File: config.mk
export PLATFORM = sky130hd
export DESIGN_NAME = identifier_regex_syntax_parser_unit
export DESIGN_NICKNAME = d
export VERILOG_FILES = /design/src/design/irsp_pkg.sv /design/src/design/irsp_core.sv /design/src/design/irsp_out_buf.sv /design/src/design/identifier_regex_syntax_parser_unit.sv
export SDC_FILE = /design/constraint.sdc
export NUM_CORES = 1
export LEC_CHECK = 0
export ABC_AREA = 1
export BUFFER_PORTS_ARGS = -buffer_cell sky130_fd_sc_hd__buf_2
export CAP_MARGIN = 20
export CORE_MARGIN = 5
export CORE_UTILIZATION = 62
export DETAILED_ROUTE_END_ITERATION = 8
export GPL_ROUTABILITY_DRIVEN = 0
export HOLD_SLACK_MARGIN = 0.08
export PLACE_DENSITY_LB_ADDON = 0.25
export SYNTH_ARGS = -nofsm -noshare
export SYNTH_HDL_FRONTEND = slang
export SYNTH_SLANG_ARGS = --single-unit
File: constraint.sdc
create_clock -name clk_i -period 19.5 [get_ports clk_i]
set_input_delay 1.95 -clock clk_i [delete_from_list [all_inputs] [get_ports clk_i]]
set_output_delay 1.95 -clock clk_i [all_outputs]
set_load 0.05 [all_outputs]
File: src/design/irsp_pkg.sv
// Shared types, codes and helpers for the identifier regex syntax parser.
// No dependencies; used by every other file of the block.
package irsp_pkg;

  localparam int unsigned IndexBits = 16;
  localparam int unsigned ArgBits   = 16;
  localparam int unsigned CharBits  = 21;
  localparam int unsigned ClassBits = 4;
  localparam int unsigned StartBits = 16;
  localparam int unsigned MaxRes    = 4;
  localparam int unsigned ResIdxBits = $clog2(MaxRes);
  localparam int unsigned ResCntBits = $clog2(MaxRes + 1);

  localparam logic [IndexBits-1:0] IndexMax = '1;

  typedef enum logic [1:0] {
    PH_OPEN,
    PH_FIRST,
    PH_CONCAT,
    PH_DONE
  } phase_e;

  typedef enum logic [3:0] {
    LX_END      = 4'd0,
    LX_CHAR     = 4'd1,
    LX_CLASS    = 4'd2,
    LX_NQ_CLASS = 4'd3,
    LX_OR       = 4'd4,
    LX_OPEN     = 4'd5,
    LX_CLOSE    = 4'd6,
    LX_OTHER    = 4'd7,
    LX_START    = 4'd8
  } lexeme_e;

  typedef enum logic [2:0] {
    RK_CHAR  = 3'd0,
    RK_CLASS = 3'd1,
    RK_MCAT  = 3'd2,
    RK_OR    = 3'd3,
    RK_ERR   = 3'd4,
    RK_DONE  = 3'd5
  } rkind_e;

  typedef enum logic [2:0] {
    ER_MISSING_OPEN  = 3'd0,
    ER_EXPECT_CHAR   = 3'd1,
    ER_EXPECT_CHAR_CLOSE = 3'd2,
    ER_NON_QUOTE     = 3'd3,
    ER_EARLY_END     = 3'd4,
    ER_OVERFLOW      = 3'd5
  } err_e;

  typedef struct packed {
    logic [3:0]           kind;
    logic [CharBits-1:0]  ch;
    logic [ClassBits-1:0] cls;
    logic [StartBits-1:0] start;
  } item_t;

  typedef struct packed {
    rkind_e               kind;
    logic [CharBits-1:0]  ch;
    logic [ClassBits-1:0] cls;
    logic [IndexBits-1:0] a1;
    logic [IndexBits-1:0] a2;
    err_e                 err;
  } res_t;

  typedef struct packed {
    res_t [MaxRes-1:0]     res;
    logic [ResCntBits-1:0] n;
  } batch_t;

  function automatic res_t mk_res(rkind_e kind, logic [CharBits-1:0] ch,
                                  logic [ClassBits-1:0] cls,
                                  logic [IndexBits-1:0] a1,
                                  logic [IndexBits-1:0] a2, err_e err);
    res_t r;
    r.kind = kind;
    r.ch   = ch;
    r.cls  = cls;
    r.a1   = a1;
    r.a2   = a2;
    r.err  = err;
    return r;
  endfunction

  function automatic res_t mk_err(err_e err);
    return mk_res(RK_ERR, '0, '0, '0, '0, err);
  endfunction

endpackage

File: src/design/irsp_core.sv
// Parser state and the single-pass step logic: one item in, up to four results out.
// Depends on irsp_pkg.
module irsp_core (
  input  logic            clk_i,
  input  logic            rst_ni,
  input  logic            fire_i,
  input  irsp_pkg::item_t item_i,
  output irsp_pkg::batch_t batch_o
);
  import irsp_pkg::*;

  phase_e               ph_q, ph_d;
  logic [IndexBits-1:0] ni_q, ni_d;
  logic [IndexBits-1:0] cf_q, cf_d;
  logic [1:0]           len_q, len_d;   // saturates at two, only "more than one" matters
  logic [1:0]           ac_q, ac_d;
  logic [IndexBits-1:0] al_q, al_d;

  batch_t               b;
  logic [IndexBits-1:0] ni;

  logic is_elem, is_or, is_open, is_close, is_end, is_start;
  logic do_elem, elem_first, do_flush;

  always_comb begin
    is_elem  = 1'b0;
    is_or    = 1'b0;
    is_open  = 1'b0;
    is_close = 1'b0;
    is_end   = 1'b0;
    is_start = 1'b0;
    case (item_i.kind)
      LX_END:                         is_end   = 1'b1;
      LX_CHAR, LX_CLASS, LX_NQ_CLASS: is_elem  = 1'b1;
      LX_OR:                          is_or    = 1'b1;
      LX_OPEN:                        is_open  = 1'b1;
      LX_CLOSE:                       is_close = 1'b1;
      LX_START:                       is_start = 1'b1;
      default:                        ;
    endcase
  end

  always_comb begin
    b          = '0;
    ni         = ni_q;
    ph_d       = ph_q;
    cf_d       = cf_q;
    len_d      = len_q;
    ac_d       = ac_q;
    al_d       = al_q;
    do_elem    = 1'b0;
    elem_first = 1'b0;
    do_flush   = 1'b0;

    if (is_start) begin
      ph_d  = PH_OPEN;
      ni    = IndexBits'(item_i.start);
      cf_d  = '0;
      len_d = '0;
      ac_d  = '0;
      al_d  = '0;
    end else if (ph_q != PH_DONE) begin
      if (is_end) begin
        b.res[b.n[ResIdxBits-1:0]] = mk_err(ER_EARLY_END);
        b.n = b.n + 1'b1;
        do_flush = (ph_q == PH_FIRST) || (ph_q == PH_CONCAT);
        ph_d = PH_DONE;
      end else begin
        case (ph_q)
          PH_OPEN: begin
            ph_d = PH_FIRST;
            if (!is_open) begin
              b.res[b.n[ResIdxBits-1:0]] = mk_err(ER_MISSING_OPEN);
              b.n = b.n + 1'b1;
              if (is_elem) begin
                do_elem    = 1'b1;
                elem_first = 1'b1;
                ph_d       = PH_CONCAT;
              end else if (is_close) begin
                ph_d = PH_DONE;
              end
            end
          end
          PH_FIRST: begin
            if (is_elem) begin
              do_elem    = 1'b1;
              elem_first = 1'b1;
              ph_d       = PH_CONCAT;
            end else begin
              b.res[b.n[ResIdxBits-1:0]] = mk_err(ER_EXPECT_CHAR);
              b.n = b.n + 1'b1;
              if (is_close) ph_d = PH_DONE;
            end
          end
          default: begin
            if (is_elem) begin
              do_elem = 1'b1;
            end else if (is_or) begin
              do_flush = 1'b1;
              ph_d     = PH_FIRST;
            end else if (is_close) begin
              do_flush = 1'b1;
              ph_d     = PH_DONE;
            end else begin
              b.res[b.n[ResIdxBits-1:0]] = mk_err(ER_EXPECT_CHAR_CLOSE);
              b.n = b.n + 1'b1;
            end
          end
        endcase
      end

      // element definition, with the non-quote warning ahead of it
      if (do_elem) begin
        if (item_i.kind == LX_NQ_CLASS) begin
          b.res[b.n[ResIdxBits-1:0]] = mk_err(ER_NON_QUOTE);
          b.n = b.n + 1'b1;
        end
        if (ni == IndexMax) begin
          b.res[b.n[ResIdxBits-1:0]] = mk_err(ER_OVERFLOW);
        end else if (item_i.kind == LX_CHAR) begin
          b.res[b.n[ResIdxBits-1:0]] = mk_res(RK_CHAR, item_i.ch, '0, '0, '0,
                                              ER_MISSING_OPEN);
          ni = ni + 1'b1;
        end else begin
          b.res[b.n[ResIdxBits-1:0]] = mk_res(RK_CLASS, '0, item_i.cls, '0, '0,
                                              ER_MISSING_OPEN);
          ni = ni + 1'b1;
        end
        b.n = b.n + 1'b1;
        if (elem_first) begin
          cf_d  = ni - 1'b1;
          len_d = 2'd1;
        end else if (len_q != 2'd2) begin
          len_d = len_q + 1'b1;
        end
      end

      // close the alternative: multiconcat if needed, then or with any left operand
      if (do_flush) begin
        if (len_q == 2'd2) begin
          if (ni == IndexMax) begin
            b.res[b.n[ResIdxBits-1:0]] = mk_err(ER_OVERFLOW);
          end else begin
            b.res[b.n[ResIdxBits-1:0]] = mk_res(RK_MCAT, '0, '0, cf_q, ni - 1'b1,
                                                ER_MISSING_OPEN);
            ni = ni + 1'b1;
          end
          b.n = b.n + 1'b1;
        end
        if (ac_q != 2'd2) ac_d = ac_q + 1'b1;
        if (ac_d != 2'd1) begin
          if (ni == IndexMax) begin
            b.res[b.n[ResIdxBits-1:0]] = mk_err(ER_OVERFLOW);
          end else begin
            b.res[b.n[ResIdxBits-1:0]] = mk_res(RK_OR, '0, '0, al_q, ni - 1'b1,
                                                ER_MISSING_OPEN);
            ni = ni + 1'b1;
          end
          b.n = b.n + 1'b1;
        end
        al_d = ni - 1'b1;
        if (is_or) len_d = '0;
      end

      if (ph_d == PH_DONE) begin
        b.res[b.n[ResIdxBits-1:0]] = mk_res(RK_DONE, '0, '0, '0, '0, ER_MISSING_OPEN);
        b.n = b.n + 1'b1;
      end
    end
    ni_d = ni;
  end

  assign batch_o = b;

  always_ff @(posedge clk_i or negedge rst_ni) begin
    if (!rst_ni) begin
      ph_q  <= PH_OPEN;
      ni_q  <= '0;
      cf_q  <= '0;
      len_q <= '0;
      ac_q  <= '0;
      al_q  <= '0;
    end else if (fire_i) begin
      ph_q  <= ph_d;
      ni_q  <= ni_d;
      cf_q  <= cf_d;
      len_q <= len_d;
      ac_q  <= ac_d;
      al_q  <= al_d;
    end
  end

endmodule

File: src/design/irsp_out_buf.sv
// Result register: holds one item's results and hands them out one beat per cycle while out_ready_i is high.
// Depends on irsp_pkg.
module irsp_out_buf (
  input  logic             clk_i,
  input  logic             rst_ni,
  input  logic             load_i,
  input  irsp_pkg::batch_t batch_i,
  output logic             can_load_o,
  output logic             out_valid_o,
  input  logic             out_ready_i,
  output irsp_pkg::res_t   res_o,
  output logic             last_o
);
  import irsp_pkg::*;

  res_t [MaxRes-1:0]     res_q;
  logic [ResCntBits-1:0] cnt_q;
  logic [ResIdxBits-1:0] idx_q;

  assign out_valid_o = (cnt_q != '0);
  assign last_o      = (cnt_q == ResCntBits'(1));
  assign res_o       = res_q[idx_q];
  // free now, or the final beat leaves this cycle
  assign can_load_o  = !out_valid_o || (last_o && out_ready_i);

  always_ff @(posedge clk_i or negedge rst_ni) begin
    if (!rst_ni) begin
      cnt_q <= '0;
      idx_q <= '0;
    end else if (load_i) begin
      cnt_q <= batch_i.n;
      idx_q <= '0;
    end else if (out_valid_o && out_ready_i) begin
      cnt_q <= cnt_q - 1'b1;
      idx_q <= idx_q + 1'b1;
    end
  end

  always_ff @(posedge clk_i) begin
    if (load_i) res_q <= batch_i.res;
  end

endmodule

File: src/design/identifier_regex_syntax_parser_unit.sv
// Top level of the identifier regex syntax parser: input register, step core, result buffer.
// Depends on irsp_pkg, irsp_core and irsp_out_buf.
//
//   channel | signals                                   | direction
//   in      | in_valid_i/in_ready_o, lexeme fields      | consumer
//   out     | out_valid_o/out_ready_i, result fields    | producer
//
// An item causes n results (0 to 4); the result buffer hands out one beat per
// cycle while out_ready_i is high. First result is valid once the item has passed
// the input register and been loaded into the buffer. The input register takes a
// new item while results still wait, so a stalled output holds at most one further item.
// Reset is asynchronous, active low, and puts the parser in the expect-open phase.
module identifier_regex_syntax_parser_unit (
  input  logic                                 clk_i,
  input  logic                                 rst_ni,
  input  logic                                 in_valid_i,
  output logic                                 in_ready_o,
  input  logic [3:0]                           lexeme_kind_i,
  input  logic [irsp_pkg::CharBits-1:0]        char_value_i,
  input  logic [irsp_pkg::ClassBits-1:0]       class_index_i,
  input  logic [irsp_pkg::StartBits-1:0]       start_index_i,
  output logic                                 out_valid_o,
  input  logic                                 out_ready_i,
  output logic [2:0]                           result_kind_o,
  output logic [irsp_pkg::CharBits-1:0]        out_char_o,
  output logic [irsp_pkg::ClassBits-1:0]       out_class_o,
  output logic [irsp_pkg::ArgBits-1:0]         arg_first_o,
  output logic [irsp_pkg::ArgBits-1:0]         arg_second_o,
  output logic [2:0]                           error_code_o,
  output logic                                 last_o
);
  import irsp_pkg::*;

  item_t  item_q;
  logic   item_vld_q;
  logic   can_load;
  logic   fire;
  batch_t batch;
  res_t   res;

  assign fire       = item_vld_q && can_load;
  assign in_ready_o = !item_vld_q || fire;

  always_ff @(posedge clk_i or negedge rst_ni) begin
    if (!rst_ni) begin
      item_vld_q <= 1'b0;
    end else if (in_ready_o) begin
      item_vld_q <= in_valid_i;
    end
  end

  always_ff @(posedge clk_i) begin
    if (in_valid_i && in_ready_o) begin
      item_q.kind  <= lexeme_kind_i;
      item_q.ch    <= char_value_i;
      item_q.cls   <= class_index_i;
      item_q.start <= start_index_i;
    end
  end

  irsp_core u_core (
    .clk_i   (clk_i),
    .rst_ni  (rst_ni),
    .fire_i  (fire),
    .item_i  (item_q),
    .batch_o (batch)
  );

  irsp_out_buf u_out_buf (
    .clk_i       (clk_i),
    .rst_ni      (rst_ni),
    .load_i      (fire),
    .batch_i     (batch),
    .can_load_o  (can_load),
    .out_valid_o (out_valid_o),
    .out_ready_i (out_ready_i),
    .res_o       (res),
    .last_o      (last_o)
  );

  assign result_kind_o = res.kind;
  assign out_char_o    = res.ch;
  assign out_class_o   = res.cls;
  assign arg_first_o   = ArgBits'(res.a1);
  assign arg_second_o  = ArgBits'(res.a2);
  assign error_code_o  = res.err;

endmodule
* After elaboration in Yosys (flattened, before gate mapping)
Index checks and enable logic that the tools add are counted.
Storage, ports and cells: output and inout port bits 66, input port bits 49, register bits after elaboration 357
Cells by class: add/subtract/negate cells 16, multiplexer cells 128, bitwise logic cells 16, order comparisons 11, equality and inequality tests 19, reductions and logical operators 28
Operators by type and width (count):
- 255-bit 2-to-1 mux | 16
- 252-bit bitwise mux | 4
- 252-bit 2-to-1 mux | 4
- 240-bit inverter | 4
- 240-bit AND | 3
- 63-bit demux with 2-bit select | 5
- 66-bit 2-to-1 mux | 8
- 16-bit 2-to-1 mux | 27
- 63-bit 2-to-1 mux | 6
- 244-bit AND | 1
- 244-bit inverter | 1
- 60-bit by 240-bit AND with 240-bit output | 1
- 66-bit one-hot mux with 2 select lines | 1
- 63-bit binary-select mux with 2-bit select | 1
- 16-bit by 1-bit subtractor with 16-bit output, second input constant | 4
- 2-bit 2-to-1 mux | 28
- 16-bit by 1-bit adder with 16-bit output, second input constant | 3
- 16-bit == test, second input constant | 3
- 12-bit bitwise OR | 3
- 1-bit 2-to-1 mux | 22
- 2-bit by 3-bit less-than comparator with 1-bit output, second input constant | 6
- 3-bit by 1-bit adder with 3-bit output, second input constant | 5
- 4-bit by 3-bit == test with 1-bit output, second input constant | 3
- 3-bit 2-to-1 mux | 4
- other kinds (28) | 55

* Depth between registers and ports, before layout
word-level depth 61, mapped depth 35, mapped depth without buffers 35

* Hierarchy
A second synthesis with hierarchy kept.
Second synthesis, totals: cell total of the unflattened synthesis 2583, area, all modules 21043.9 um2
By module, submodules not included:
- irsp_core | seq. area each 1351.3 um2, cells each 1877, area an instance 9950.8 um2, instances 1
- irsp_out_buf | seq. area each 7692.4 um2, cells each 653, area an instance 9689.3 um2, instances 1
- identifier_regex_syntax_parser_unit | seq. area each 1376.3 um2, cells each 53, area an instance 1403.8 um2, instances 1

* Least setup slack after synthesis
No wires, ideal clock.
path type in2reg, from input out_ready_i, to register u_core.al_q[11], slack 2.972 ns, arrival 16.406 ns, stages on the path 10, path through nand2_1 -> nand2_1 -> inv_1 -> nor2_1 -> o21ai_1 -> nor2_1 -> inv_1 -> clkbuf_1 -> nand2_1 -> o21ai_1
Between the ends: word-level cells in the longest chain between the ends 4
Ends and longest elaborated chain:
- from (decl) | line identifier_regex_syntax_parser_unit.sv:23 | input logic out_ready_i,
- 1-bit logical AND | line irsp_out_buf.sv:24 | assign can_load_o = !out_valid_o || (last_o && out_ready_i);
- 1-bit logical OR | line irsp_out_buf.sv:24
- 1-bit logical AND | line identifier_regex_syntax_parser_unit.sv:41 | assign fire = item_vld_q && can_load;
- named net fire | line identifier_regex_syntax_parser_unit.sv:37 | logic fire;
- 3-bit AND reduction (no line)
- to (signal assigned) | line irsp_core.sv:189 | al_q <= al_d;
- to (decl) | line irsp_core.sv:17 | logic [IndexBits-1:0] al_q, al_d;
The timed path passes the listed nets, and every way through them passes these cells. A chain may end at the register's enable or synchronous reset.

* Final worst setup path
from register item_q[44] in the netlist's numbering, to register u_out_buf.res_q[175] in the netlist's numbering (data pin)
Between the ends: word-level cells in the longest chain between the ends 39, elaborated cells between the ends (all ways) 124, classes of those cells add/sub (5); order compare (10); eq/ne (10); mux (81); bitwise (10); reduce/logical (8)
Ends and longest elaborated chain:
- from (decl) | line identifier_regex_syntax_parser_unit.sv:34 | item_t item_q;
- parallel branches: the longest is 39 deep, another holds 3-bit by 1-bit adder with 3-bit output
- to (signal assigned) | line irsp_out_buf.sv:40 | if (load_i) res_q <= batch_i.res;
- to (decl) | line irsp_out_buf.sv:16 | res_t [MaxRes-1:0] res_q;
Several ways; the timed one is not identified. The select of a mux whose other input is x is not followed.

==> metrics.log <==
INFO  metric type_of_the_tightest_min_delay_check = flip-flop to flip-flop
INFO  metric cts.repair.resized = 0
INFO  metric power_switching_share = 53.44%
INFO  metric gr-total-overflow = 0
INFO  metric yosys.area_share.xor_xnor = between 2 and 2.5%
INFO  metric worst_setup_path_start_kind = flip-flop
INFO  metric register_area = 0.01030 mm2
INFO  metric dp_hpwl = 41130 um
INFO  metric timing.final.setup_violations = 0
INFO  metric width_of_the_die = slightly below 200 um
INFO  metric placeableCoreArea = 0.03345 mm2
INFO  metric multi_input_area = 0.009017 mm2
INFO  metric post-route-drc-count = 0
INFO  metric timing.final.hold_violations = 0
INFO  metric cts.htree.levels = 2
INFO  metric place.port_buffers = 114
INFO  metric yosys.area_share.adder = 1.855%
INFO  metric synth_mux_area_share = 0%
INFO  metric initial_utilization = 62.51%
INFO  metric ir_worst_vdd = 0.1309 mV
INFO  metric detail_route.vias_per_cell = 6.158
INFO  metric post_route_hold_slack = about 0.50 ns
INFO  metric critical-path-top-cell-by-count = inv_1
INFO  metric distinct_cell_type_count_of_the_synthesized_netlist = 55
INFO  metric synth.largest_area_cell = edfxtp_1
INFO  metric routed_wirelength = 61950 um
INFO  metric critical_path_peak_fanout = 32
INFO  metric synthSimpleGateAreaFrac = 26.21%
INFO  metric synth_top_family_by_area = simple AND/OR/NAND/NOR gates
INFO  metric ys_seq_area_share = 49.26%
INFO  metric crit_path_leading_delay_family = simple AND/OR/NAND/NOR gates
INFO  metric worst-setup-path-type = flip-flop to flip-flop
INFO  metric max_slew.worst_pin.slew = 1.073 ns
INFO  metric dieHeight = 193.6 um
INFO  metric insertedDiodeCount = 0
INFO  metric synthesis.yosys.warnings = 0
INFO  metric worst_clock_skew = 0.02560 ns
INFO  metric power-per-cell-area = around 190 mW/mm2
INFO  metric post_route_utilization = 69.19%
INFO  metric power.share.combinational = 57.1%
INFO  metric final_nets = 2662
INFO  metric clk_path_buf_depth = 3
INFO  metric die_area = between 0.03 and 0.04 mm2
INFO  metric synth.net_count = 2595
INFO  metric synth-main-ff-cell = edfxtp_1
INFO  metric async_reset_ff_share = 17.00%
INFO  metric routedWlPerCell = 20.25 um
INFO  metric antenna_violations_before_repair = 1
INFO  metric global_route_wire_length_before_repair = about 100000 um
INFO  metric synth-edff-count = 293
INFO  metric max_cap_viol_count = 0
INFO  metric cts_hold_buffers = 0
INFO  metric slew_viol_final = 0
INFO  metric area_fraction_of_the_dominant_cell_type_after_synthesis = a little over two fifths
INFO  metric power.internal = between 2 and 2.5 mW
INFO  metric first_iter_violations = 2823
INFO  metric vias_in_the_first_global_route = around 18000
INFO  metric ys_top_cells_by_count = nand2_1 (543), nor2_1 (302), edfxtp_1 (293), inv_1 (289), o21ai_0 (174)
INFO  metric placementRows = 67
INFO  metric gr-usage-all-layers = about a third
INFO  metric leading_cell_type_by_number_of_instances_after_synthesis = nand2_1
INFO  metric detailedRoute.firstPassIterationCount = 7
INFO  metric grt_setup_unrepaired = false
INFO  metric post-route-period-util = between 30% and 40%
INFO  metric critPathSlowestCell = nor2_1
INFO  metric synthToLayoutAreaGrowth = 10.68%
INFO  metric cts_tree = done
INFO  metric fmaxAchievable = 147.7 MHz
INFO  metric net-switching-power = 2.358 mW
INFO  metric cts_setup_buffers = 0
INFO  metric fin_crit_period = just under 7 ns
INFO  metric fillerInstances = 2577
INFO  metric insertion_delay = 0.58 ns
INFO  metric synthesized_area_fraction_occupied_by_ao_oa_aoi_and_oai_cells = about an eighth
INFO  metric setup_total_negative_slack = 0 ns
INFO  metric final_layout_size_suffix_gt1_share = between 10 and 15%
INFO  metric pwr-share-seq = 26.2%
INFO  metric cells_taking_the_most_area_after_synthesis = edfxtp_1 (42%), nand2_1 (9.7%), dfrtp_1 (7.2%), nor2_1 (5.4%), inv_1 (5.2%)
INFO  metric worstPathBufferInverterCount = 10
INFO  metric critical_path.max_stage_delay = between 0.8 and 0.9 ns
INFO  metric synth.avg_cell_area = 8.314 um2
INFO  metric ys_seq_elements = 353
INFO  metric worst-endpoint-required = 19.91 ns
INFO  metric worst_setup_hold_path_clk_slew = 0.06 ns
INFO  metric grt_max_degree = 180
INFO  metric syn_inst = ~2500
INFO  metric run_status = finished, final reports clean
INFO  metric cts_made_buffers = 38
INFO  metric route.vias.total = about 19000
INFO  metric timing.critical_path.to_type = flip-flop
INFO  metric total_leakage_power = between 9 and 10 nW
INFO  metric syn-cell-area = roughly 0.021 mm2
INFO  metric ctsRootBufferMaster = clkbuf_16
INFO  metric cp_data_arrival_time = 7.18 ns
INFO  metric cts.sinks = 353
INFO  metric ant_nets = 0
INFO  metric share_clk_of_total_power = 16.7%
INFO  metric slew-limit-headroom = between 20 and 30%
INFO  metric io-pin-count = 115
-- layout make-up --
cell class                 instances  share of cell area, %
multi-input combinational       1734                  38.97
tap                              448                  2.422
timing repair buffer             146                  3.558
clock buffer                      53                  4.482
clock inverter                    17                  1.011
inverter                         309                  5.034
sequential                       353                  44.53
-- per-stage QoR --
stage	cell area, um2	power [mW]	instances	setup slack, ns
2_1_floorplan	20910	2.976	2515	2.972
3_3_place_gp	21870	3.552	2990	13.32
3_5_place_dp	21870	3.619	2990	12.95
4_1_cts	23140	4.358	3060	12.86
5_1_grt	23140	4.645	3060	12.11
6_report	23140	4.412	3060	12.73
-- metal layers --
layer | part of all wire (%) | wire length, um | global-route usage [%] | vias up
met1 | 39 | 24030 | 44.56 | 8894
met5 | 0.021 | 13 | 0 | -
met3 | 12 | 7520 | 7.350 | 191
li1 | - | - | - | 8604
met2 | 46 | 28220 | 49.52 | 1151
met4 | 3.5 | 2163 | 12.48 | 2
-- cells by family after synthesis --
logic type	Yosys count
adder cells (fa/ha/maj)	31
XOR/XNOR	48
AND/OR/NAND/NOR	1190
buffers and inverters	428
flip-flops	353
AO/OA/AOI/OAI	465
-- registers in the layout, summed over array words and instances, names as in the netlist --
signal	cells
item_q	45
item_vld_q	1
u_core.ac_q	2
u_core.al_q	16
u_core.cf_q	16
u_core.len_q	2
u_core.ni_q	16
u_core.ph_q	2
u_out_buf.cnt_q	3
u_out_buf.idx_q	2
u_out_buf.res_q	248
-- power groups by stage --
stage / Sequential [mW] / Combinational (mW) / Clock, mW
6_report: 1.16 / 2.52 / 0.737
5_1_grt: 1.17 / 2.70 / 0.775
4_1_cts: 1.15 / 2.47 / 0.741
3_5_place_dp: 1.16 / 2.45 / 0
3_3_place_gp: 1.16 / 2.39 / 0
2_1_floorplan: 1.15 / 1.82 / 0
-- worst paths after layout --
kind / cells past startpoint / endpoint / slack (ns) / startpoint
worst max-delay path: 28 / u_out_buf.res_q[175]$_SDFFCE_PP0P_ / 12.73 / item_q[44]$_DFFE_PP_
worst min-delay path: 2 / u_core.ni_q[14]$_DFFE_PN0P_ / 0.50 / item_q[14]$_DFFE_PP_
worst max register to register: 28 / u_out_buf.res_q[175]$_SDFFCE_PP0P_ / 12.73 / item_q[44]$_DFFE_PP_
worst min register to register: 2 / u_core.ni_q[14]$_DFFE_PN0P_ / 0.50 / item_q[14]$_DFFE_PP_
max in group asynchronous: 2 / u_out_buf.idx_q[0]$_DFFE_PN0P_ / 17.30 / rst_ni
min in group asynchronous: 2 / u_core.ni_q[3]$_DFFE_PN0P_ / 1.54 / rst_ni
-- layout by cell type (no fill, tap or decap), types with 21 or more instances in the layout --
cell,n
edfxtp_1,293
a22oi_1,24
nand2_1,543
nor2_1,296
clkbuf_16,38
xor2_1,42
buf_4,31
ha_1,31
a21oi_1,123
dfrtp_1,58
nand4_1,48
nor2_2,24
o22ai_1,83
o21ai_0,174
nand2_2,30
buf_2,114
nand3_2,21
nand3_1,146
inv_1,288
-- worst reg2reg max path: cells and delay by family (launching register included) --
family	cells	cell delay, ns
buf+inv	10	1.92
simple gates	13	3.06
fa+ha+maj	4	1.14
compound gates	1	0.14
flops	1	0.39
Power figures use the tool's default switching activity.
